`src/sv/pal_pkg.sv`:
```
// ----------------------------------------------------------------------------
// pal_pkg
// Shared sizes, codes and types of the positional array list.
// ----------------------------------------------------------------------------
`timescale 1ns / 1ps
`default_nettype none

package pal_pkg;

   localparam int DEPTH       = 64;
   localparam int ENTRY_WIDTH = 32;
   localparam int IDX_W       = $clog2(DEPTH);
   localparam int CNT_W       = 7;

   // gather tree: group size per first OR level
   localparam int GRP         = 8;
   localparam int NGRP        = (DEPTH + GRP - 1) / GRP;

   // word layout
   localparam int REQ_W          = 48;
   localparam int RSP_W          = 48;
   localparam int RSP_STATUS_LSB = 32;
   localparam int RSP_COUNT_LSB  = 34;

   typedef enum logic [2:0] {
      CMD_INS_FRONT = 3'd0,
      CMD_INS_BACK  = 3'd1,
      CMD_INS_AT    = 3'd2,
      CMD_REM_FRONT = 3'd3,
      CMD_REM_BACK  = 3'd4,
      CMD_REM_AT    = 3'd5
   } cmd_type;

   typedef enum logic [1:0] {
      ST_OK    = 2'd0,
      ST_FULL  = 2'd1,
      ST_EMPTY = 2'd2,
      ST_RANGE = 2'd3
   } status_type;

   // broadcast from the control to every cell
   typedef struct packed {
      logic                   adv;
      logic                   ins;
      logic                   rem;
      logic [CNT_W-1:0]       at;
      logic [ENTRY_WIDTH-1:0] entry;
   } pal_ctrl_type;

endpackage

`default_nettype wire

```
`src/sv/pal_cell.sv`:
```
// ----------------------------------------------------------------------------
// pal_cell
// One list slot: shifts up on insert, down on remove, captures on hit.
// ----------------------------------------------------------------------------
`timescale 1ns / 1ps
`default_nettype none

module pal_cell
   import pal_pkg::*;
(
   input  wire  logic                   clock,
   input  wire  logic [IDX_W-1:0]       cell_idx,
   input  wire  pal_ctrl_type           ctrl,
   input  wire  logic [ENTRY_WIDTH-1:0] left_val,
   input  wire  logic [ENTRY_WIDTH-1:0] right_val,
   output logic       [ENTRY_WIDTH-1:0] slot_val,
   output logic       [ENTRY_WIDTH-1:0] cap_val
);

   logic [ENTRY_WIDTH-1:0] slot_ff, slot_in;
   logic [ENTRY_WIDTH-1:0] cap_ff,  cap_in;
   logic [CNT_W-1:0]       idx_ext;
   logic                   at_or_above, hit;

   assign idx_ext     = CNT_W'(cell_idx);
   assign at_or_above = (idx_ext >= ctrl.at);
   assign hit         = (idx_ext == ctrl.at);

   always_comb begin
      slot_in = slot_ff;
      if (ctrl.ins && hit) begin
         slot_in = ctrl.entry;
      end else if (ctrl.ins && at_or_above) begin
         slot_in = left_val;
      end else if (ctrl.rem && at_or_above) begin
         slot_in = right_val;
      end
      cap_in = (ctrl.rem && hit) ? slot_ff : '0;
   end

   always_ff @(posedge clock) begin
      slot_ff <= slot_in;
      if (ctrl.adv) begin
         cap_ff <= cap_in;
      end
   end

   assign slot_val = slot_ff;
   assign cap_val  = cap_ff;

endmodule

`default_nettype wire

```
`config.mk`:
```
export PLATFORM = sky130hd
export DESIGN_NAME = pal_cell
export DESIGN_NICKNAME = d
export VERILOG_FILES = /design/src/sv/pal_pkg.sv /design/src/sv/pal_cell.sv
export SDC_FILE = /design/constraint.sdc
export NUM_CORES = 1
export LEC_CHECK = 0
export ABC_CLOCK_PERIOD_IN_PS = 5900
export BUFFER_PORTS_ARGS = -buffer_cell sky130_fd_sc_hd__buf_2
export CORE_ASPECT_RATIO = 1.4
export CORE_UTILIZATION = 50
export DETAILED_ROUTE_END_ITERATION = 7
export GPL_ROUTABILITY_DRIVEN = 1
export PLACE_DENSITY = 0.92
export SLEW_MARGIN = 5
export SYNTH_ARGS = -nofsm -noshare
export SYNTH_HDL_FRONTEND = slang
export SYNTH_SLANG_ARGS = --single-unit
export TNS_END_PERCENT = 10
```
`constraint.sdc`:
```
create_clock -name clock -period 5.9 [get_ports clock]
set_input_delay 0.885 -clock clock [delete_from_list [all_inputs] [get_ports clock]]
set_output_delay 0.885 -clock clock [all_outputs]
set_load 0.05 [all_outputs]
```
==> impl_metrics.yaml <==
drt:
  via_count: 3185
  drt-wirelength-per-cell_um: 16.2
  final_antenna_net_count: 0
  wl_met3_um: 701
  dr.pass1.iters: 4
  drt-initial-drc-count: 198
  finalWirelength_um: 9210
  highest_layer: "met4"
  drc_errors: 0
  vias_per_cell: 5.61
  wl_met1_um: 3440
  met2WireLength_um: 4720
yosys:
  ys.flop_type: "edfxtp_1"
  ys_async_sr_fraction: 0
  synth_top_cell_area_share: 0.532
  yosys.area.top_type: "edfxtp_1"
  synth-edff-count: 64
  ys_ff_latch: 64
  seq_area_frac_synth: 0.532
  avgSynthCellArea_sq_um: 11.5
  yosysWarnings: 0
  postSynthCellCount: 313
  synth_nets: 432
  synth.area.top_cells: "edfxtp_1 (53%), o211ai_2 (10%), o211ai_1 (7.3%), a31oi_1 (5.5%), and3_1 (5.5%)"
  yosys.cell_types.count: 24
  synth.most_common_cell: "edfxtp_1"
  mappedNetlistArea_sq_um: 3610
  synth_common_cells: "edfxtp_1 (64), o211ai_1 (35)"
timing:
  fin_crit_sh: 0.586
  fmax_mhz: 289
  relSlewSlack: 0.174
  slew_viol_final: 0
  tightest_slew_ns: 1.24
  finalSetupViolCount: 0
  fin_crit_ns: 3.46
  grt_setup_unrepaired: "no"
  finClkSkew_ns: 0.00714
  finalSetupTns_ns: 0
  holdWs_ns: 0.581
  hold_violations: 0
floorplan:
  start_util: 0.518
  ios: 177
  die_height_um: 103
  num_rows: 36
  dieArea_sq_um: 7580
  fp.dieW_um: 73.9
  coreArea_sq_um: 6980
placed_design:
  numPortBuffers: 176
  hpwlAfterDp_um: 6870
  dpl.cell_count: 553
  gp_congestion: 0.804
setup_path:
  cp.buffers_inverters: 2
  cp_max_fo: 33
  path_depth: 7
  slowest_delay_ns: 1.03
  critPathArrivalTime_ns: 3.48
  worst_path_dominant_cell_family: "compound AO/OA/AOI/OAI gates"
  critPathCapture: "slot_val[1]$_DFFE_PP_"
  cp.required_ns: 5.92
  crit_path_cell_trace: "buf_2 > inv_1 > ha_1 > nand2b_1 > a211oi_4 > o21a_4 > nor2_4"
  rr_worst_depth: 1
  worst_r2r_endpoint: "cap_val[12]$_SDFFCE_PN0P_"
  critPathKind: "primary input to register"
  worstSetupStartpoint: "cell_idx[0]"
  worst_setup_path_start_kind: "primary input"
  r2r_start: "slot_val[12]$_DFFE_PP_"
  r2r_slack_ns: 5.04
  cp-end-kind: "register"
  slowest_stage: "a211oi_4"
pwr:
  power_density_nw_per_um2: 254
  power_leakage_nw: 2.11
  design_power_total_mw: 1.18
  irDropWorstVdd_mv: 0.147
worst_hold_path:
  min_path_cells: 1
  min_path_type: "register to register"
  worstHoldStart: "slot_val[7]$_DFFE_PP_"
finish:
  diodes: 0
  nFillCells: 514
  nets: 588
  drive_gt1_frac: 0.474
  register_area_sq_um: 1920
  stdcell_count: 568
  area_growth_pct: 29.1
  multi_input_area_sq_um: 1540
clocking:
  cts_sinks: 64
  cts_tree: "built"
  cts_resized: 0
  clockBufferDepth: 2
  clk-insertion-delay-late_ns: 0.33
  cts_root_buffer: "clkbuf_8"
  cts_hold_buffers: 0
  cts_made_buffers: 9
  post_cts_buffers: 0
  htree_levels: 3
  clk_pin_slew_ns: 0.06
run_status:
  status: "finished, final reports clean"
run:
  drv_cap: 0
global_route:
  grt_pass1_vias: 2918
  grt_use_total: 0.243
  antenna_found_initial: 0
  grt_max_degree: 67
  grt-ovfl-total: 0
  grt_pass1_wl_um: 13700
[flip-flops by register name, indices dropped and copies added (netlist names)]
signal and count:
cap_val 32, slot_val 32
[layout make-up]
| class | instances | area share |
|---|---|---|
| clock buffer | 10 | 0.0273 |
| tap | 95 | 0.0255 |
| sequential | 64 | 0.412 |
| inverter | 6 | 0.00483 |
| multi-input combinational | 211 | 0.330 |
| timing repair buffer | 177 | 0.190 |
| clock inverter | 5 | 0.0105 |
[how the worst min path moves through the flow]
stage	endpoint	slack (ns)
after floorplan	cap_val[0]$_SDFFCE_PN0P_	0.94
after global placement	cap_val[8]$_SDFFCE_PN0P_	0.57
after detailed placement	cap_val[7]$_SDFFCE_PN0P_	0.56
after CTS	cap_val[7]$_SDFFCE_PN0P_	0.58
after global routing	cap_val[7]$_SDFFCE_PN0P_	0.60
final	cap_val[7]$_SDFFCE_PN0P_	0.58
[power by group]
part           internal (mW)  total [mW]  switching [mW]
Clock                  0.189       0.341           0.152
Combinational         0.0886       0.294           0.205
Sequential             0.537       0.550          0.0135
Total                  0.814        1.18           0.370
[metrics by stage]
| step | setup WS, ns | util | area [sq um] |
|---|---|---|---|
| 2_1_floorplan | 2.11 | - | 3610 |
| 6_report | 2.44 | 0.668 | 4670 |
| 3_3_place_gp | 2.19 | 0.643 | 4490 |
| 3_5_place_dp | 2.10 | 0.643 | 4490 |
| 4_1_cts | 2.46 | 0.668 | 4670 |
| 5_1_grt | 2.27 | 0.668 | 4670 |
[routing by layer]
metal	global-route usage	vias to the layer above
met1	0.291	1456
met3	0.0479	35
met4	0.141	0
li1	-	1522
met5	0	-
met2	0.406	172
[kinds of logic after synthesis]
group                    Yosys count  synth area share
AND/OR/NAND/NOR                  104             0.156
AO/OA/AOI/OAI                    101             0.243
flip-flops                        64             0.532
buffers and inverters             38            0.0481
adder cells (fa/ha/maj)            6            0.0208
[layout by cell type, fill, tap and decap left out]
cell type  synthesis  layout
clkbuf_1          19       1
o211ai_1          35      35
nand3_1            1       1
bufinv_16          0       1
o21a_1             1       1
nand2b_1           1       1
a211oi_1           1       1
clkinv_2           0       3
clkbuf_8           0       9
inv_1              6       6
o21a_4             1       1
buf_4              0       1
clkinv_1           0       1
ha_1               6       6
o21bai_2           1       1
nand2_1           32      32
nor2b_1           32      32
a31oi_1           32      32
and3_1            32      32
a211oi_4           0       1
edfxtp_1          64      64
nor2_1             3       2
nor2_4             0       2
nand4b_1           1       1
buf_2              7     176
or3_1              1       1
o211ai_2          29      29
No activity file was read; power rests on OpenSTA's default activity.
